==> config.mk <==
export PLATFORM = sky130hd
export DESIGN_NAME = pulse_rate_monitor_with_alarms_core
export DESIGN_NICKNAME = d
export VERILOG_FILES = /design/src/rtl/prm_pkg.sv /design/src/rtl/pulse_rate_monitor_with_alarms_core.sv /design/src/rtl/prm_front.sv /design/src/rtl/prm_fifo.sv /design/src/rtl/prm_back.sv
export SDC_FILE = /design/constraint.sdc
export NUM_CORES = 1
export LEC_CHECK = 0
export BUFFER_PORTS_ARGS = -buffer_cell sky130_fd_sc_hd__buf_4
export CAP_MARGIN = 10
export CORE_ASPECT_RATIO = 1.4
export CORE_MARGIN = 3
export CORE_UTILIZATION = 40
export DETAILED_ROUTE_END_ITERATION = 10
export PLACE_DENSITY_LB_ADDON = 0.2
export SYNTH_ARGS = -nofsm -noshare
export SYNTH_HDL_FRONTEND = slang
export SYNTH_SLANG_ARGS = --single-unit
==> constraint.sdc <==
create_clock -name clk -period 9.5 [get_ports clk]
set_clock_uncertainty 0.2 [all_clocks]
set_input_delay 0.475 -clock clk [delete_from_list [all_inputs] [get_ports clk]]
set_output_delay 0.475 -clock clk [all_outputs]
set_load 0.1 [all_outputs]
==> src/rtl/prm_pkg.sv <==
package prm_pkg;

  localparam int TICKS_PER_SECOND = 100;
  localparam int TICK_W = $clog2(TICKS_PER_SECOND + 1);
  localparam logic [TICK_W-1:0] TICK_LAST = TICK_W'(TICKS_PER_SECOND - 1);

  localparam int BPM_W = 10;
  localparam int SUM_W = 12;
  localparam int RECIP_W = 17;
  // floor(x / 3) == (x * 43691) >> 17 for every x below 2**16
  localparam logic [RECIP_W-1:0] RECIP_THIRD = 17'd43691;

  localparam logic [5:0] BEAT_SAT = 6'd63;
  localparam logic [5:0] DROP_ABOVE = 6'd8;
  localparam logic [15:0] EVENT_SAT = 16'hFFFF;
  localparam logic [5:0] SECONDS_LAST = 6'd59;
  localparam logic [5:0] MINUTES_LAST = 6'd59;
  localparam logic [4:0] HOURS_LAST = 5'd23;
  localparam int RING_DEPTH = 3;
  localparam logic [1:0] RING_LAST = 2'd2;

  localparam int QUEUE_DEPTH = 2;

  localparam logic REG_LOW_BOUND = 1'b0;
  localparam logic REG_HIGH_BOUND = 1'b1;
  localparam logic [6:0] LOW_BOUND_RESET = 7'd30;
  localparam logic [7:0] HIGH_BOUND_RESET = 8'd120;

  // one classified tick, handed from the front to the back
  typedef struct packed {
    logic             level;
    logic             restart;
    logic             done;
    logic [BPM_W-1:0] bpm;
    logic [4:0]       hours;
    logic [5:0]       minutes;
    logic [5:0]       seconds;
  } work_item_t;

  typedef struct packed {
    logic             pulse_led;
    logic             low_alarm;
    logic             high_alarm;
    logic             window_done;
    logic [BPM_W-1:0] average_bpm;
    logic [4:0]       clock_hours;
    logic [5:0]       clock_minutes;
    logic [5:0]       clock_seconds;
    logic [BPM_W-1:0] lowest_bpm;
    logic [BPM_W-1:0] highest_bpm;
    logic [15:0]      low_alarm_count;
    logic [15:0]      high_alarm_count;
  } out_item_t;

  typedef struct packed {
    logic [6:0] low_bound;
    logic [7:0] high_bound;
  } bounds_t;

endpackage

==> src/rtl/pulse_rate_monitor_with_alarms_core.sv <==
// Pulse rate monitor: each input transfer is one sensor tick (10 ms at 100 ticks per
// second) and yields exactly one output transfer carrying the pulse LED, alarm flags,
// window flag, three-window average bpm, session clock, lowest/highest bpm and the
// saturating alarm counts. One tick is taken every cycle while the queue has room;
// the tick is written into the two-entry queue between the clock/beat front end and
// the window back end, and the back end loads the output register when it pops the
// entry. Input is held off only when the queue is full because the output side
// stalls. Bounds are written over APB at byte 0 (low, 7 bits) and byte 4 (high, 8
// bits); the user must write them only while idle, which the block does not enforce.
module pulse_rate_monitor_with_alarms_core
  import prm_pkg::*;
(
  input  logic        clk,
  input  logic        rst,
  input  logic        s_tvalid,
  output logic        s_tready,
  // [0] pulse_level, [1] restart, [7:2] zero
  input  logic [7:0]  s_tdata,
  output logic        m_tvalid,
  input  logic        m_tready,
  // [0] pulse_led, [1] low_alarm, [2] high_alarm, [3] window_done, [13:4] average_bpm,
  // [18:14] clock_hours, [24:19] clock_minutes, [30:25] clock_seconds,
  // [40:31] lowest_bpm, [50:41] highest_bpm, [66:51] low_alarm_count,
  // [82:67] high_alarm_count, [87:83] zero
  output logic [87:0] m_tdata,
  input  logic        psel,
  input  logic        penable,
  input  logic        pwrite,
  input  logic [2:0]  paddr,
  input  logic [31:0] pwdata,
  output logic [31:0] prdata,
  output logic        pready
);

  bounds_t    bounds;
  work_item_t front_item;
  work_item_t queue_item;
  out_item_t  out_data;
  logic       queue_full;
  logic       queue_valid;
  logic       pop;
  logic       accept;

  assign pready   = 1'b1;
  assign s_tready = !queue_full;
  assign accept   = s_tvalid && s_tready;

  always_ff @(posedge clk) begin
    if (rst) begin
      bounds.low_bound  <= LOW_BOUND_RESET;
      bounds.high_bound <= HIGH_BOUND_RESET;
    end else if (psel && penable && pwrite && pready) begin
      case (paddr[2])
        REG_LOW_BOUND:  bounds.low_bound  <= pwdata[6:0];
        REG_HIGH_BOUND: bounds.high_bound <= pwdata[7:0];
        default: ;
      endcase
    end
  end

  always_comb begin
    case (paddr[2])
      REG_LOW_BOUND:  prdata = {25'd0, bounds.low_bound};
      REG_HIGH_BOUND: prdata = {24'd0, bounds.high_bound};
      default:        prdata = '0;
    endcase
  end

  prm_front u_front (
    .clk         (clk),
    .rst         (rst),
    .accept      (accept),
    .pulse_level (s_tdata[0]),
    .restart     (s_tdata[1]),
    .item        (front_item)
  );

  prm_fifo u_fifo (
    .clk       (clk),
    .rst       (rst),
    .push      (accept),
    .push_data (front_item),
    .full      (queue_full),
    .pop       (pop),
    .not_empty (queue_valid),
    .pop_data  (queue_item)
  );

  prm_back u_back (
    .clk        (clk),
    .rst        (rst),
    .bounds     (bounds),
    .item_valid (queue_valid),
    .item       (queue_item),
    .pop        (pop),
    .out_valid  (m_tvalid),
    .out_ready  (m_tready),
    .out_data   (out_data)
  );

  assign m_tdata = {5'd0,
                    out_data.high_alarm_count,
                    out_data.low_alarm_count,
                    out_data.highest_bpm,
                    out_data.lowest_bpm,
                    out_data.clock_seconds,
                    out_data.clock_minutes,
                    out_data.clock_hours,
                    out_data.average_bpm,
                    out_data.window_done,
                    out_data.high_alarm,
                    out_data.low_alarm,
                    out_data.pulse_led};

endmodule

==> src/rtl/prm_front.sv <==
module prm_front
  import prm_pkg::*;
(
  input  logic       clk,
  input  logic       rst,
  input  logic       accept,
  input  logic       pulse_level,
  input  logic       restart,
  output work_item_t item
);

  logic [TICK_W-1:0] tick_counter, tick_counter_next;
  logic [5:0]        seconds_count, seconds_count_next;
  logic [5:0]        minutes_count, minutes_count_next;
  logic [4:0]        hours_count, hours_count_next;
  logic              previous_level, previous_level_next;
  logic [5:0]        beats, beats_next;
  logic [5:0]        beats_cnt;
  logic [5:0]        adj;
  logic [BPM_W-1:0]  adj_ext;
  logic              close;

  always_comb begin
    tick_counter_next   = tick_counter;
    seconds_count_next  = seconds_count;
    minutes_count_next  = minutes_count;
    hours_count_next    = hours_count;
    previous_level_next = pulse_level;
    beats_next          = beats;
    beats_cnt           = beats;
    close               = 1'b0;
    adj                 = '0;
    adj_ext             = '0;
    item.bpm            = '0;
    if (restart) begin
      tick_counter_next  = '0;
      seconds_count_next = '0;
      minutes_count_next = '0;
      hours_count_next   = '0;
      beats_next         = '0;
    end else begin
      if (previous_level && !pulse_level && beats != BEAT_SAT) begin
        beats_cnt = beats + 6'd1;
      end
      beats_next = beats_cnt;
      if (tick_counter >= TICK_LAST) begin
        tick_counter_next = '0;
        if (seconds_count >= SECONDS_LAST) begin
          seconds_count_next = '0;
          if (minutes_count >= MINUTES_LAST) begin
            minutes_count_next = '0;
            hours_count_next = (hours_count >= HOURS_LAST) ? 5'd0 : hours_count + 5'd1;
          end else begin
            minutes_count_next = minutes_count + 6'd1;
          end
        end else begin
          seconds_count_next = seconds_count + 6'd1;
        end
        close = seconds_count_next inside {6'd0, 6'd5, 6'd10, 6'd15, 6'd20, 6'd25,
                                           6'd30, 6'd35, 6'd40, 6'd45, 6'd50, 6'd55};
      end else begin
        tick_counter_next = tick_counter + TICK_W'(1);
      end
      if (close) begin
        // drop one beat above eight, then one more for the beat that opened the window
        adj = (beats_cnt > DROP_ABOVE) ? beats_cnt - 6'd1 : beats_cnt;
        if (adj != 6'd0) begin
          adj_ext = BPM_W'(adj - 6'd1);
          item.bpm = (adj_ext << 3) + (adj_ext << 2);
        end
        beats_next = '0;
      end
    end
    item.level   = pulse_level;
    item.restart = restart;
    item.done    = close;
    item.hours   = hours_count_next;
    item.minutes = minutes_count_next;
    item.seconds = seconds_count_next;
  end

  always_ff @(posedge clk) begin
    if (rst) begin
      tick_counter   <= '0;
      seconds_count  <= '0;
      minutes_count  <= '0;
      hours_count    <= '0;
      previous_level <= 1'b0;
      beats          <= '0;
    end else if (accept) begin
      tick_counter   <= tick_counter_next;
      seconds_count  <= seconds_count_next;
      minutes_count  <= minutes_count_next;
      hours_count    <= hours_count_next;
      previous_level <= previous_level_next;
      beats          <= beats_next;
    end
  end

endmodule

==> src/rtl/prm_fifo.sv <==
module prm_fifo
  import prm_pkg::*;
(
  input  logic       clk,
  input  logic       rst,
  input  logic       push,
  input  work_item_t push_data,
  output logic       full,
  input  logic       pop,
  output logic       not_empty,
  output work_item_t pop_data
);

  localparam int PTR_W = $clog2(QUEUE_DEPTH);
  localparam int CNT_W = $clog2(QUEUE_DEPTH + 1);

  work_item_t         entries [QUEUE_DEPTH];
  logic [PTR_W-1:0]   wr_ptr;
  logic [PTR_W-1:0]   rd_ptr;
  logic [CNT_W-1:0]   count;

  assign full      = (count == CNT_W'(QUEUE_DEPTH));
  assign not_empty = (count != '0);
  assign pop_data  = entries[rd_ptr];

  always_ff @(posedge clk) begin
    if (push) begin
      entries[wr_ptr] <= push_data;
    end
  end

  always_ff @(posedge clk) begin
    if (rst) begin
      wr_ptr <= '0;
      rd_ptr <= '0;
      count  <= '0;
    end else begin
      if (push) begin
        wr_ptr <= (wr_ptr == PTR_W'(QUEUE_DEPTH - 1)) ? '0 : wr_ptr + PTR_W'(1);
      end
      if (pop) begin
        rd_ptr <= (rd_ptr == PTR_W'(QUEUE_DEPTH - 1)) ? '0 : rd_ptr + PTR_W'(1);
      end
      if (push && !pop) begin
        count <= count + CNT_W'(1);
      end else if (pop && !push) begin
        count <= count - CNT_W'(1);
      end
    end
  end

`ifndef SYNTHESIS
  a_count_bound: assert property (@(posedge clk) disable iff (rst)
    count <= CNT_W'(QUEUE_DEPTH))
    else $error("queue count beyond depth");
  a_no_overflow: assert property (@(posedge clk) disable iff (rst)
    full && !pop |=> count == CNT_W'(QUEUE_DEPTH))
    else $error("queue lost an entry while full");
  a_pop_moves: assert property (@(posedge clk) disable iff (rst)
    pop && !push |=> count == $past(count) - CNT_W'(1))
    else $error("pop did not drain the queue");
`endif

endmodule

==> src/rtl/prm_back.sv <==
module prm_back
  import prm_pkg::*;
(
  input  logic       clk,
  input  logic       rst,
  input  bounds_t    bounds,
  input  logic       item_valid,
  input  work_item_t item,
  output logic       pop,
  output logic       out_valid,
  input  logic       out_ready,
  output out_item_t  out_data
);

  logic [BPM_W-1:0] ring [RING_DEPTH];
  logic [BPM_W-1:0] ring_next [RING_DEPTH];
  logic [1:0]       ring_slot, ring_slot_next;
  logic [1:0]       windows_filled, windows_filled_next;
  logic [BPM_W-1:0] min_seen, min_seen_next;
  logic [BPM_W-1:0] max_seen, max_seen_next;
  logic             have_min, have_min_next;
  logic             low_flag, low_flag_next;
  logic             high_flag, high_flag_next;
  logic [15:0]      low_events, low_events_next;
  logic [15:0]      high_events, high_events_next;
  logic [SUM_W-1:0] ring_sum;
  logic [SUM_W+RECIP_W-1:0] avg_prod;
  out_item_t        result;

  assign pop = item_valid && (!out_valid || out_ready);

  always_comb begin
    for (int k = 0; k < RING_DEPTH; k++) begin
      ring_next[k] = ring[k];
    end
    ring_slot_next      = ring_slot;
    windows_filled_next = windows_filled;
    min_seen_next       = min_seen;
    max_seen_next       = max_seen;
    have_min_next       = have_min;
    low_flag_next       = low_flag;
    high_flag_next      = high_flag;
    low_events_next     = low_events;
    high_events_next    = high_events;
    if (item.restart) begin
      for (int k = 0; k < RING_DEPTH; k++) begin
        ring_next[k] = '0;
      end
      ring_slot_next      = '0;
      windows_filled_next = '0;
      min_seen_next       = '0;
      max_seen_next       = '0;
      have_min_next       = 1'b0;
      low_flag_next       = 1'b0;
      high_flag_next      = 1'b0;
      low_events_next     = '0;
      high_events_next    = '0;
    end else if (item.done) begin
      if (!have_min || item.bpm < min_seen) begin
        min_seen_next = item.bpm;
      end
      have_min_next = 1'b1;
      if (item.bpm > max_seen) begin
        max_seen_next = item.bpm;
      end
      if (item.bpm < BPM_W'(bounds.low_bound)) begin
        low_flag_next = 1'b1;
        if (low_events != EVENT_SAT) begin
          low_events_next = low_events + 16'd1;
        end
      end else if (item.bpm > BPM_W'(bounds.high_bound)) begin
        high_flag_next = 1'b1;
        if (high_events != EVENT_SAT) begin
          high_events_next = high_events + 16'd1;
        end
      end else begin
        low_flag_next  = 1'b0;
        high_flag_next = 1'b0;
      end
      // seed the slots above the current one until the ring has seen three windows
      for (int k = 0; k < RING_DEPTH; k++) begin
        if (2'(k) == ring_slot || (windows_filled != 2'd3 && 2'(k) > ring_slot)) begin
          ring_next[k] = item.bpm;
        end
      end
      if (windows_filled != 2'd3) begin
        windows_filled_next = windows_filled + 2'd1;
      end
      ring_slot_next = (ring_slot >= RING_LAST) ? 2'd0 : ring_slot + 2'd1;
    end
    ring_sum = SUM_W'(ring_next[0]) + SUM_W'(ring_next[1]) + SUM_W'(ring_next[2]);
    avg_prod = ring_sum * RECIP_THIRD;

    result.pulse_led        = item.level;
    result.low_alarm        = low_flag_next;
    result.high_alarm       = high_flag_next;
    result.window_done      = item.done;
    result.average_bpm      = avg_prod[RECIP_W +: BPM_W];
    result.clock_hours      = item.hours;
    result.clock_minutes    = item.minutes;
    result.clock_seconds    = item.seconds;
    result.lowest_bpm       = min_seen_next;
    result.highest_bpm      = max_seen_next;
    result.low_alarm_count  = low_events_next;
    result.high_alarm_count = high_events_next;
  end

  always_ff @(posedge clk) begin
    if (pop) begin
      out_data <= result;
    end
  end

  always_ff @(posedge clk) begin
    if (rst) begin
      for (int k = 0; k < RING_DEPTH; k++) begin
        ring[k] <= '0;
      end
      ring_slot      <= '0;
      windows_filled <= '0;
      min_seen       <= '0;
      max_seen       <= '0;
      have_min       <= 1'b0;
      low_flag       <= 1'b0;
      high_flag      <= 1'b0;
      low_events     <= '0;
      high_events    <= '0;
      out_valid      <= 1'b0;
    end else begin
      if (pop) begin
        for (int k = 0; k < RING_DEPTH; k++) begin
          ring[k] <= ring_next[k];
        end
        ring_slot      <= ring_slot_next;
        windows_filled <= windows_filled_next;
        min_seen       <= min_seen_next;
        max_seen       <= max_seen_next;
        have_min       <= have_min_next;
        low_flag       <= low_flag_next;
        high_flag      <= high_flag_next;
        low_events     <= low_events_next;
        high_events    <= high_events_next;
        out_valid      <= 1'b1;
      end else if (out_ready) begin
        out_valid <= 1'b0;
      end
    end
  end

`ifndef SYNTHESIS
  a_restart_clears: assert property (@(posedge clk) disable iff (rst)
    pop && item.restart |=> low_events == '0 && high_events == '0 && !have_min)
    else $error("restart left session counts behind");
  a_slot_range: assert property (@(posedge clk) disable iff (rst)
    ring_slot <= RING_LAST)
    else $error("ring slot out of range");
  a_min_holds: assert property (@(posedge clk) disable iff (rst)
    pop && !item.restart && !item.done |=> $stable(min_seen) && $stable(low_events))
    else $error("window state moved on a tick that closed no window");
  a_min_le_max: assert property (@(posedge clk) disable iff (rst)
    have_min |-> min_seen <= max_seen)
    else $error("lowest bpm above highest bpm");
`endif

endmodule
==> results.ini <==
[outcome]
status = finished clean

[layout]
final_cells = 2463
synthToLayoutAreaGrowth_pct = 14.62
layout_common_cells = nor2_1, edfxtp_1, nand2_1
n_fill_cell = 4052
nets = 2127
drive_gt1_share_pct = 12.89
final_common_cell = nor2_1

[die]
fp.coreArea_um2 = 42540
row_count = 89
die_area_um2 = 45960
boundaryPins = 173
die-width_um = 182.0
start_util_pct = 40.80
die-height_um = 252.5

[logic_synthesis]
synth-edff-count = 169
synth_area_leaders = edfxtp_1, dfxtp_1, ha_1, fa_1, nor2_1
synth_seq_cells = 280
yosys.area.top_type = edfxtp_1
synth_top_area_share_pct = 29.24
synthCells = 1783
ys_warn_count = 0
synth_ff_type = edfxtp_1
synth_seq_area_share_pct = 42.04
async_reset_ff_share_pct = 0
ys_types = 81
syn_area_um2 = 17360
syn_area_per_cell_um2 = 9.734

[worst_setup_path]
worstSetupPathType = reg2reg
cp_max_fo = 5
worst-path-buf-inv = 6
crit_slowest_cell = fa_1
worstSetupPathDepth = 37
critPathTopFamily = adder cells
arrival_ns = 8.96
worst_ep_required_time_ns = 9.62
critPathLaunchType = flop
endpoint_kind = flop
max_stage_delay_ns = 0.58
r2r_cells = 37

[global_route]
first_global_vias = 13182
grt_max_degree = 63
grt-busiest-layer = met2
grt_first_pass_wirelength_um = 67200
met2_usage_pct = 32.22
antenna_found_initial = 1
use_met3_pct = 2.404
use_met1_pct = 21.50
grtUsageTotal_pct = 17.70
grt_overflow_total = 0

[clock_network]
clk_latency_ns = 0.59
clockBufferDepth = 3
root_buffer = clkbuf_16
cts_made_buffers = 29
cts_sinks = 280
cts_tree = done
h-tree-depth = 1
path_clk_slew_ns = 0.07

[timing]
hold_violations = 0
max_slew_margin_pct = 32.96
min_period_ns = 8.841
finalSetupTns_ns = 0
holdWs_ns = 0.03287
slew_viol_final = 0
worst_pin_slew_ns = 0.9988
setup_viol = 0
fmax_ghz = 0.1131
period_share_pct = 93.06

[placed_design]
gp_congestion = 0.8410
hpwl_um = 30090
dp.cells = 2398
port_buffers = 110

[route]
postRouteAntennaNets = 0
remaining_drc_errors = 0
wl_per_cell_um = 16.74
drt_iter0_drc = 805
vias = 13222
wl_um = 41240
firstDrtPassIters = 5
viasPerCell = 5.368

[hold_path]
hp-class = in2reg
whs_path_depth = 3

[job]
maxCapViolCount = 0

-- sequential cells by signal, indices dropped and copies added, names as in the netlist, named ones only --
signal / flops
u_back.high_events: 16
u_front.previous_level: 1
u_back.out_valid: 1
u_back.low_events: 16
u_back.windows_filled: 2
u_fifo.wr_ptr: 1
u_back.low_flag: 1
u_back.min_seen: 10
u_front.tick_counter: 7
u_back.out_data: 83
u_front.minutes_count: 6
u_back.high_flag: 1
u_back.ring_slot: 2
u_back.have_min: 1
u_front.hours_count: 5
u_fifo.rd_ptr: 1
u_fifo.entries: 56
u_fifo.count: 2
u_back.max_seen: 10
u_front.seconds_count: 6
u_back.ring: 30
bounds: 15
u_front.beats: 6
-- synth_stat cells (30+ instances only) --
cell type	instances
ha_1	136
nand2_1	161
fa_1	48
o21ai_0	68
inv_1	152
dfxtp_1	111
nor3_1	65
and3_1	33
mux2i_1	32
edfxtp_1	169
nand3_1	37
xnor2_1	41
a21oi_1	108
xor2_1	32
clkbuf_1	57
nor2_1	178
buf_4	30
-- per-stage QoR --
| step | utilization, % | instance area [um2] | worst slack [ns] |
|---|---|---|---|
| 2_1_floorplan | - | 17460 | 0.6822 |
| 3_3_place_gp | 44.02 | 18730 | 0.4880 |
| 3_5_place_dp | 44.03 | 18730 | 0.3879 |
| 4_1_cts | 46.67 | 19850 | 0.3498 |
| 5_1_grt | 46.76 | 19890 | -0.009419 |
| 6_report | 46.76 | 19890 | 0.6590 |
-- final cells by class --
type / count / area [um2] / area share, %
antenna: 1 / 2.502 / 0.01258
clock buffer: 34 / 774.5 / 3.893
clock inverter: 20 / 255.2 / 1.283
timing repair buffer: 153 / 1169 / 5.875
sequential: 280 / 7297 / 36.68
inverter: 153 / 576.8 / 2.900
multi-input combinational: 1276 / 9135 / 45.92
tap: 546 / 683.2 / 3.434
-- worst reg2reg max path: cells and delay by family, from the launching register on --
kind	cells	cell delay (ns)
AO/OA/AOI/OAI	11	2.17
XOR/XNOR	2	0.23
adder cells (fa/ha/maj)	10	3.80
buffers and inverters	6	0.58
flip-flops	1	0.33
AND/OR/NAND/NOR	8	1.25
-- repair_timing --
| item | CTS | global route |
|---|---|---|
| buffers inserted | 0 | 1 |
| hold buffers | 9 | 0 |
| resized for setup | 0 | 6 |
| setup endpoints to repair | 0 | 5 |
| hold endpoints to repair | 18 | 0 |
-- cell families after synthesis --
kind of cell | after synthesis | synth area share [%]
flip-flops | 280 | 42.04
other | 2 | 0.04327
adder cells (fa/ha/maj) | 184 | 15.34
XOR/XNOR | 75 | 3.871
multiplexers | 57 | 3.504
AND/OR/NAND/NOR | 593 | 16.26
AO/OA/AOI/OAI | 337 | 12.70
buffers and inverters | 255 | 6.236
-- worst paths after layout --
kind / from / end / slack, ns
worst min-delay path: m_tready / u_back.out_valid / 0.03
worst min register to register: bounds[7] / bounds[7] / 0.25
worst max register to register: u_back.windows_filled[0] / u_back.out_data[78] / 0.66
worst max-delay path: u_back.windows_filled[0] / u_back.out_data[78] / 0.66
-- per-layer routing --
metal,routed length (um),vias to the layer above
met5,0,-
met4,1190,0
met3,1812,72
met2,21220,298
met1,17010,6339
li1,-,6513
Power is left out: the tool's default activity adds up to more than one toggle a clock period on the data nets, which glitch-free logic cannot reach.
